## src/hdl/cll_pkg.sv

```systemverilog
// Shared types and constants for the circular linked list manager.
package cll_pkg;

	localparam int NODE_W = 8;
	localparam int CNT_W  = 9;
	localparam int ACT_W  = 3;
	localparam int STAT_W = 2;

	typedef enum logic [ACT_W-1:0] {
		ACT_PUSH_FRONT = 3'd0,
		ACT_APPEND     = 3'd1,
		ACT_REMOVE     = 3'd2,
		ACT_POP        = 3'd3,
		ACT_TEST       = 3'd4,
		ACT_CLEAR      = 3'd5
	} act_t;

	typedef enum logic [STAT_W-1:0] {
		STAT_OK      = 2'd0,
		STAT_LINKED  = 2'd1,
		STAT_MISSING = 2'd2
	} stat_t;

	typedef enum logic [1:0] {
		ST_IDLE,
		ST_LINK,
		ST_WALK
	} state_t;

endpackage

```

## src/hdl/circular_linked_list_manager.sv

```systemverilog
// Circular singly linked list manager: successor memory, linked flags, head/tail/count.
// Test, clear, errors and linking into an empty list finish in the accept cycle; other
// links pass through the LINK state, pop and remove through the WALK state, which takes
// one successor hop per cycle through the single read port of the successor memory and is
// bounded by list length. Requests are accepted only in the idle state.
// Reset clears linked flags, tail, head, count and all handshake state at once;
// successor memory contents are not reset and need no clearing pass.
module circular_linked_list_manager #(
	parameter int NODES = 256
) (
	input  logic        clk,
	input  logic        arst_n,
	input  logic        s_tvalid,
	output logic        s_tready,
	input  logic [7:0]  s_tdata,   // [7:0] node
	input  logic [2:0]  s_tuser,   // [2:0] action
	output logic        m_tvalid,
	input  logic        m_tready,
	// [7:0] result_node, [8] is_member, [16:9] head_node, [24:17] tail_node,
	// [33:25] node_count, [34] is_empty, [39:35] zero
	output logic [39:0] m_tdata,
	output logic [1:0]  m_tuser    // [1:0] status
);

	localparam int FN = (NODES < 256) ? NODES : 256;
	localparam int FW = $clog2(FN);
	localparam logic [cll_pkg::CNT_W-1:0] FN_C = cll_pkg::CNT_W'(FN);

	cll_pkg::state_t state_q, state_d;
	cll_pkg::stat_t  st_q, st_d;
	logic                          pend_q, pend_d;
	logic [cll_pkg::NODE_W-1:0]    res_q, res_d;
	logic                          mbr_q, mbr_d;
	logic [cll_pkg::NODE_W-1:0]    head_q, head_d;
	logic [cll_pkg::NODE_W-1:0]    tail_q, tail_d;
	logic [cll_pkg::CNT_W-1:0]     cnt_q, cnt_d;
	logic [FN-1:0]                 flag_q, flag_d;
	logic                          front_q, front_d;
	logic [cll_pkg::NODE_W-1:0]    tgt_q, tgt_d;
	logic [cll_pkg::NODE_W-1:0]    cur_q, cur_d;
	logic [cll_pkg::NODE_W-1:0]    prev_q, prev_d;

	logic [cll_pkg::NODE_W-1:0]    next_link [FN];
	logic [cll_pkg::NODE_W-1:0]    rd_q;
	logic                          we;
	logic [FW-1:0]                 waddr;
	logic [FW-1:0]                 raddr;
	logic [cll_pkg::NODE_W-1:0]    wdata;

	logic                          m_tvalid_q;
	logic [39:0]                   m_tdata_q;
	logic [1:0]                    m_tuser_q;

	cll_pkg::act_t                 in_act;
	logic [cll_pkg::NODE_W-1:0]    in_node;
	logic                          in_ok;
	logic                          out_free;
	logic                          load;
	logic                          accept;
	logic                          empty;

	assign in_act   = cll_pkg::act_t'(s_tuser);
	assign in_node  = s_tdata;
	assign in_ok    = ({1'b0, in_node} < FN_C);
	assign out_free = !m_tvalid_q || m_tready;
	assign load     = (state_q == cll_pkg::ST_IDLE) && pend_q && out_free;
	assign s_tready = (state_q == cll_pkg::ST_IDLE) && (!pend_q || out_free);
	assign accept   = s_tvalid && s_tready;
	assign empty    = (cnt_q == '0);

	assign m_tvalid = m_tvalid_q;
	assign m_tdata  = m_tdata_q;
	assign m_tuser  = m_tuser_q;

	always_comb begin
		state_d = state_q;
		pend_d  = pend_q && !load;
		st_d    = st_q;
		res_d   = res_q;
		mbr_d   = mbr_q;
		head_d  = head_q;
		tail_d  = tail_q;
		cnt_d   = cnt_q;
		flag_d  = flag_q;
		front_d = front_q;
		tgt_d   = tgt_q;
		cur_d   = cur_q;
		prev_d  = prev_q;
		we      = 1'b0;
		waddr   = in_node[FW-1:0];
		wdata   = in_node;
		raddr   = head_q[FW-1:0];
		case (state_q)
			cll_pkg::ST_IDLE: begin
				if (accept) begin
					st_d   = cll_pkg::STAT_OK;
					res_d  = '0;
					mbr_d  = 1'b0;
					pend_d = 1'b1;
					case (in_act)
						cll_pkg::ACT_PUSH_FRONT, cll_pkg::ACT_APPEND: begin
							if (!in_ok) begin
								st_d = cll_pkg::STAT_MISSING;
							end else if (flag_q[in_node[FW-1:0]]) begin
								st_d = cll_pkg::STAT_LINKED;
							end else if (empty) begin
								we                     = 1'b1;
								flag_d[in_node[FW-1:0]] = 1'b1;
								head_d                 = in_node;
								tail_d                 = in_node;
								cnt_d                  = cnt_q + 1'b1;
							end else begin
								we                     = 1'b1;
								wdata                  = head_q;
								flag_d[in_node[FW-1:0]] = 1'b1;
								front_d                = (in_act == cll_pkg::ACT_PUSH_FRONT);
								tgt_d                  = in_node;
								pend_d                 = 1'b0;
								state_d                = cll_pkg::ST_LINK;
							end
						end
						cll_pkg::ACT_REMOVE: begin
							if (!in_ok || !flag_q[in_node[FW-1:0]]) begin
								st_d = cll_pkg::STAT_MISSING;
							end else begin
								tgt_d   = in_node;
								cur_d   = head_q;
								prev_d  = tail_q;
								pend_d  = 1'b0;
								state_d = cll_pkg::ST_WALK;
							end
						end
						cll_pkg::ACT_POP: begin
							if (empty) begin
								st_d = cll_pkg::STAT_MISSING;
							end else begin
								tgt_d   = head_q;
								cur_d   = head_q;
								prev_d  = tail_q;
								pend_d  = 1'b0;
								state_d = cll_pkg::ST_WALK;
							end
						end
						cll_pkg::ACT_TEST: begin
							mbr_d = in_ok && flag_q[in_node[FW-1:0]];
						end
						cll_pkg::ACT_CLEAR: begin
							flag_d = '0;
							tail_d = '0;
							cnt_d  = '0;
						end
						default: begin
						end
					endcase
				end
			end
			cll_pkg::ST_LINK: begin
				we      = 1'b1;
				waddr   = tail_q[FW-1:0];
				wdata   = tgt_q;
				cnt_d   = cnt_q + 1'b1;
				if (front_q) begin
					head_d = tgt_q;
				end else begin
					tail_d = tgt_q;
				end
				pend_d  = 1'b1;
				state_d = cll_pkg::ST_IDLE;
			end
			cll_pkg::ST_WALK: begin
				// rd_q holds the successor of cur_q
				raddr = rd_q[FW-1:0];
				if (cur_q == tgt_q) begin
					we                    = 1'b1;
					waddr                 = prev_q[FW-1:0];
					wdata                 = rd_q;
					flag_d[tgt_q[FW-1:0]] = 1'b0;
					cnt_d                 = cnt_q - 1'b1;
					if (tgt_q == head_q) begin
						head_d = rd_q;
					end
					if (tgt_q == tail_q) begin
						tail_d = (prev_q == tgt_q) ? '0 : prev_q;
					end
					res_d   = tgt_q;
					pend_d  = 1'b1;
					state_d = cll_pkg::ST_IDLE;
				end else if (cur_q == tail_q) begin
					st_d    = cll_pkg::STAT_MISSING;
					pend_d  = 1'b1;
					state_d = cll_pkg::ST_IDLE;
				end else begin
					prev_d = cur_q;
					cur_d  = rd_q;
				end
			end
			default: begin
				state_d = cll_pkg::ST_IDLE;
			end
		endcase
	end

	always_ff @(posedge clk or negedge arst_n) begin
		if (!arst_n) begin
			state_q    <= cll_pkg::ST_IDLE;
			pend_q     <= 1'b0;
			head_q     <= '0;
			tail_q     <= '0;
			cnt_q      <= '0;
			flag_q     <= '0;
			m_tvalid_q <= 1'b0;
		end else begin
			state_q <= state_d;
			pend_q  <= pend_d;
			head_q  <= head_d;
			tail_q  <= tail_d;
			cnt_q   <= cnt_d;
			flag_q  <= flag_d;
			if (load) begin
				m_tvalid_q <= 1'b1;
			end else if (m_tready) begin
				m_tvalid_q <= 1'b0;
			end
		end
	end

	always_ff @(posedge clk) begin
		st_q    <= st_d;
		res_q   <= res_d;
		mbr_q   <= mbr_d;
		front_q <= front_d;
		tgt_q   <= tgt_d;
		cur_q   <= cur_d;
		prev_q  <= prev_d;
		if (load) begin
			m_tuser_q <= st_q;
			m_tdata_q <= {5'd0, empty, cnt_q, tail_q, (empty ? 8'd0 : head_q), mbr_q, res_q};
		end
	end

	always_ff @(posedge clk) begin
		if (we) begin
			next_link[waddr] <= wdata;
		end
		rd_q <= next_link[raddr];
	end

	a_cnt_bound: assert property (@(posedge clk) disable iff (!arst_n)
		cnt_q <= FN_C) else $error("node count beyond pool size");

	a_tail_empty: assert property (@(posedge clk) disable iff (!arst_n)
		cnt_q == '0 |-> tail_q == '0) else $error("tail not zero on empty list");

	a_ready_idle: assert property (@(posedge clk) disable iff (!arst_n)
		s_tready |-> state_q == cll_pkg::ST_IDLE) else $error("ready outside idle");

	a_link_done: assert property (@(posedge clk) disable iff (!arst_n)
		state_q == cll_pkg::ST_LINK |=> state_q == cll_pkg::ST_IDLE && pend_q)
		else $error("link did not complete");

	a_accept_tracked: assert property (@(posedge clk) disable iff (!arst_n)
		s_tvalid && s_tready |=> pend_q || state_q != cll_pkg::ST_IDLE)
		else $error("accepted request lost");

endmodule
```

## config.mk

```make
export PLATFORM = sky130hd
export DESIGN_NAME = circular_linked_list_manager
export DESIGN_NICKNAME = d
export VERILOG_FILES = /design/src/hdl/cll_pkg.sv /design/src/hdl/circular_linked_list_manager.sv
export SDC_FILE = /design/constraint.sdc
export NUM_CORES = 2
export LEC_CHECK = 0
export ABC_AREA = 1
export BUFFER_PORTS_ARGS = -buffer_cell sky130_fd_sc_hd__buf_2
export CAP_MARGIN = 20
export CORE_ASPECT_RATIO = 0.6
export CORE_MARGIN = 3
export CORE_UTILIZATION = 25
export DETAILED_ROUTE_END_ITERATION = 10
export GPL_ROUTABILITY_DRIVEN = 0
export PLACE_DENSITY_LB_ADDON = 0.25
export SLEW_MARGIN = 10
export SYNTH_ARGS = -nofsm -noshare
export SYNTH_HDL_FRONTEND = slang
export SYNTH_SLANG_ARGS = --single-unit
```

## constraint.sdc

```tcl
create_clock -name clk -period 13.9 [get_ports clk]
set_input_delay 1.39 -clock clk [delete_from_list [all_inputs] [get_ports clk]]
set_output_delay 1.39 -clock clk [all_outputs]
set_load 0.005 [all_outputs]
```

==> impl_metrics.py <==
metrics = {
    "placed_design": {
        "placed_cells": 14200,
        "place.port_buffers": 53,
        "dp_hpwl_um": 209000,
        "placed_area_mm2": 0.110,
    },
    "pwr": {
        "p_per_area_mw_per_mm2": 228,
        "leakagePower_nw": 38.4,
        "vdd_drop_max_mv": 0.241,
    },
    "die": {
        "core_area_mm2": 0.411,
        "initial_core_util_pct": 25.2,
        "die_area_mm2": 0.423,
        "fp.dieH_um": 505,
        "die_w_um": 838,
        "ios": 59,
        "rows": 182,
    },
    "synthesis": {
        "synth.most_common_cell": "edfxtp_1",
        "netlist_instances": 9185,
        "synthArstFlopShare_pct": 11.8,
        "yosysWarningCount": 0,
        "synth_seq_area_share_pct": 68.4,
        "ys_ff_latch": 2414,
        "synth_top_area_share_pct": 61.4,
        "ys_types": 46,
        "mappedNetlistArea_mm2": 0.104,
        "yosysTopAreaCell": "edfxtp_1",
        "synth_edf_count": 2121,
        "synth.avg_cell_area_um2": 11.3,
        "synth_top_cells_by_area": "edfxtp_1, dfrtp_1, o21ai_0",
        "synthTopCellsByCount": "edfxtp_1, nor2_1, o21ai_0",
        "synth_top_flop_cell": "edfxtp_1",
    },
    "routing": {
        "wl_per_cell_um": 25.1,
        "dr_total_vias": 76300,
        "antenna_left": 0,
        "wl_um": 367000,
        "firstDrtPassIters": 6,
        "viasPerCell": 5.23,
        "drc_errors": 0,
        "drt_iter0_markers": 10700,
    },
    "timing": {
        "tightest_slew_ns": 1.37,
        "layout_min_cycle_time_ns": 7.31,
        "final-setup-viol-count": 0,
        "max_freq_mhz": 137,
        "slew_viol_final": 0,
        "rsz0062_at_grt": "false",
        "fin_crit_sh_pct": 52.6,
        "max-slew-margin-rel_pct": 8.58,
        "tns_ns": 0,
        "skew_ns": 0.122,
        "final_hold_viol_count": 0,
    },
    "global_route": {
        "grt_pass1_vias": 72700,
        "grt_use_total_pct": 16.6,
        "antenna_found_initial": 23,
        "grt_pass1_wl_um": 528000,
        "grt_max_degree": 221,
        "overflow": 0,
    },
    "critical_path": {
        "cp-end-kind": "flip-flop",
        "cp_max_fo": 60,
        "worstSetupPathType": "primary input to flip-flop",
        "cp.required_ns": 14.53,
        "timing.rr.end": "rd_q[1]",
        "crit_arrival_ns": 7.94,
        "r2r_start": "state_q[0]",
        "startpoint_type": "primary input",
        "reg2regPathDepth": 15,
        "reg2reg_slack_ns": 7.52,
    },
    "min_path": {
        "whs_path_depth": 0,
        "hold_class": "flip-flop to flip-flop",
        "hold_start": "res_q[7]",
        "worstHoldEndpoint": "m_tdata[7]",
    },
    "clocking": {
        "cts_buffers": 222,
        "htreeDepth": 4,
        "cts_sinks": 2414,
        "cts-hold-fix-buffers": 0,
        "clk_pin_slew_ns": 0.06,
        "cts-root-buf": "clkbuf_16",
        "cts_tree": "done",
        "clk_latency_ns": 0.94,
        "cts_resized": 0,
        "clk_path_buf_depth": 4,
        "post_cts_buffers": 0,
    },
    "finish": {
        "layout.cells.non_filler": 14600,
        "drive_above_1_share_pct": 7.07,
        "layout.nets": 8919,
        "fin_area_mm2": 0.117,
        "area_delta_synth_final_pct": 12.9,
    },
    "run": {
        "max_cap_violations": 0,
    },
    "status": {
        "outcome": "complete, no violations",
    },
}
## cell type report
| class | instances | area, um^2 |
|---|---|---|
| inverters | 389 | 1490 |
| flip-flops and latches | 2414 | 71000 |
| fillers | 42100 | 294000 |
| repair buffers | 226 | 1870 |
| clock inverters | 132 | 1340 |
| multi-input cells | 5644 | 28700 |
| well taps | 5520 | 6910 |
| diodes | 1 | 2.50 |
| clock buffers | 272 | 5890 |
## metal layers
layer  track usage, %  share of wire (%)  vias up  wire, um
met5                0             0.0074        -        27
met4             3.49                2.2        4      7890
met3             4.26                 11      531     39100
met2             22.4                 40     4075    145000
met1             26.1                 48    38700    174000
li1                 -                  -    33000         -
## logic make-up after synthesis
family / count (synthesis) / synth area share (%)
AO/OA/AOI/OAI: 2590 / 15.2
XOR/XNOR: 40 / 0.338
adder cells (fa/ha/maj): 7 / 0.0844
buffers and inverters: 1131 / 4.35
flip-flops: 2414 / 68.4
other: 1 / 0.00361
AND/OR/NAND/NOR: 3002 / 11.6
## worst max path at each step
stage | slack [ns] | endpoint | start | depth (start not counted)
floorplan | 2.35 | next_link[0][1] | s_tdata[0] | 21
global placement | 5.75 | next_link[54][3] | s_tdata[0] | 22
detailed placement | 5.90 | next_link[54][3] | s_tdata[0] | 22
CTS | 6.87 | next_link[54][3] | s_tdata[0] | 22
global route | 6.44 | next_link[60][3] | s_tdata[0] | 22
finish | 6.59 | next_link[54][3] | s_tdata[0] | 22
## flip-flops by register name, indices dropped and copies added, names as in the netlist, 2 cells and up
| name | flops |
|---|---|
| m_tdata | 35 |
| cur_q | 8 |
| rd_q | 8 |
| head_q | 8 |
| tgt_q | 8 |
| state_q | 2 |
| cnt_q | 9 |
| st_q | 2 |
| flag_q | 256 |
| res_q | 8 |
| m_tuser | 2 |
| tail_q | 8 |
| prev_q | 8 |
| next_link | 2048 |
## report_power, final
| group | internal, mW | switching [mW] | total [mW] |
|---|---|---|---|
| sequential | 9.84 | 0.426 | 10.3 |
| combinational | 2.14 | 8.04 | 10.2 |
| clock | 3.47 | 2.86 | 6.33 |
| total | 15.5 | 11.3 | 26.8 |
## through the flow
| step | setup slack, ns | hold slack, ns | total power, mW | utilization (%) |
|---|---|---|---|---|
| finish | 6.59 | 0.429 | 26.8 | 28.5 |
| global route | 6.44 | 0.440 | 28.0 | 28.5 |
| CTS | 6.87 | 0.432 | 26.7 | 28.5 |
| detailed placement | 5.90 | 0.415 | 20.4 | 26.7 |
| global placement | 5.75 | 0.420 | 20.4 | 26.7 |
| floorplan | 2.35 | 0.400 | 16.3 | - |
## cell usage in the layout (no fill, tap or decap), types with 27 or more instances in the layout
cell type,n
edfxtp_1,2121
nor2_1,1490
o21ai_0,1178
nand2_1,920
nand3_1,476
inv_1,375
o22ai_1,336
dfrtp_1,285
a31oi_1,272
a22oi_1,255
clkbuf_16,226
o211ai_1,223
o221ai_1,208
buf_4,144
o21ai_1,66
buf_2,53
clkinv_2,49
clkinv_1,43
clkbuf_1,40
xor2_1,30
nor2_4,27
## worst max-delay path: stages
cell and delay [ns]:
buf_6 0.30, buf_4 0.51, buf_4 0.66, nor2_1 0.49, nand2_1 0.16, nand4_1 0.09
nand2_1 0.07, nand2_1 0.06, nor2_1 0.10, nor2_1 0.05, nor2_1 0.28, nand2_1 0.13
nand2_1 0.12, nand2_2 0.08, nor2_4 0.42, nand3_2 0.24, inv_1 0.26, o211ai_1 0.16
a21oi_4 0.16, buf_4 0.69, buf_4 0.73, buf_4 0.62
Power figures use the tool's default switching activity.
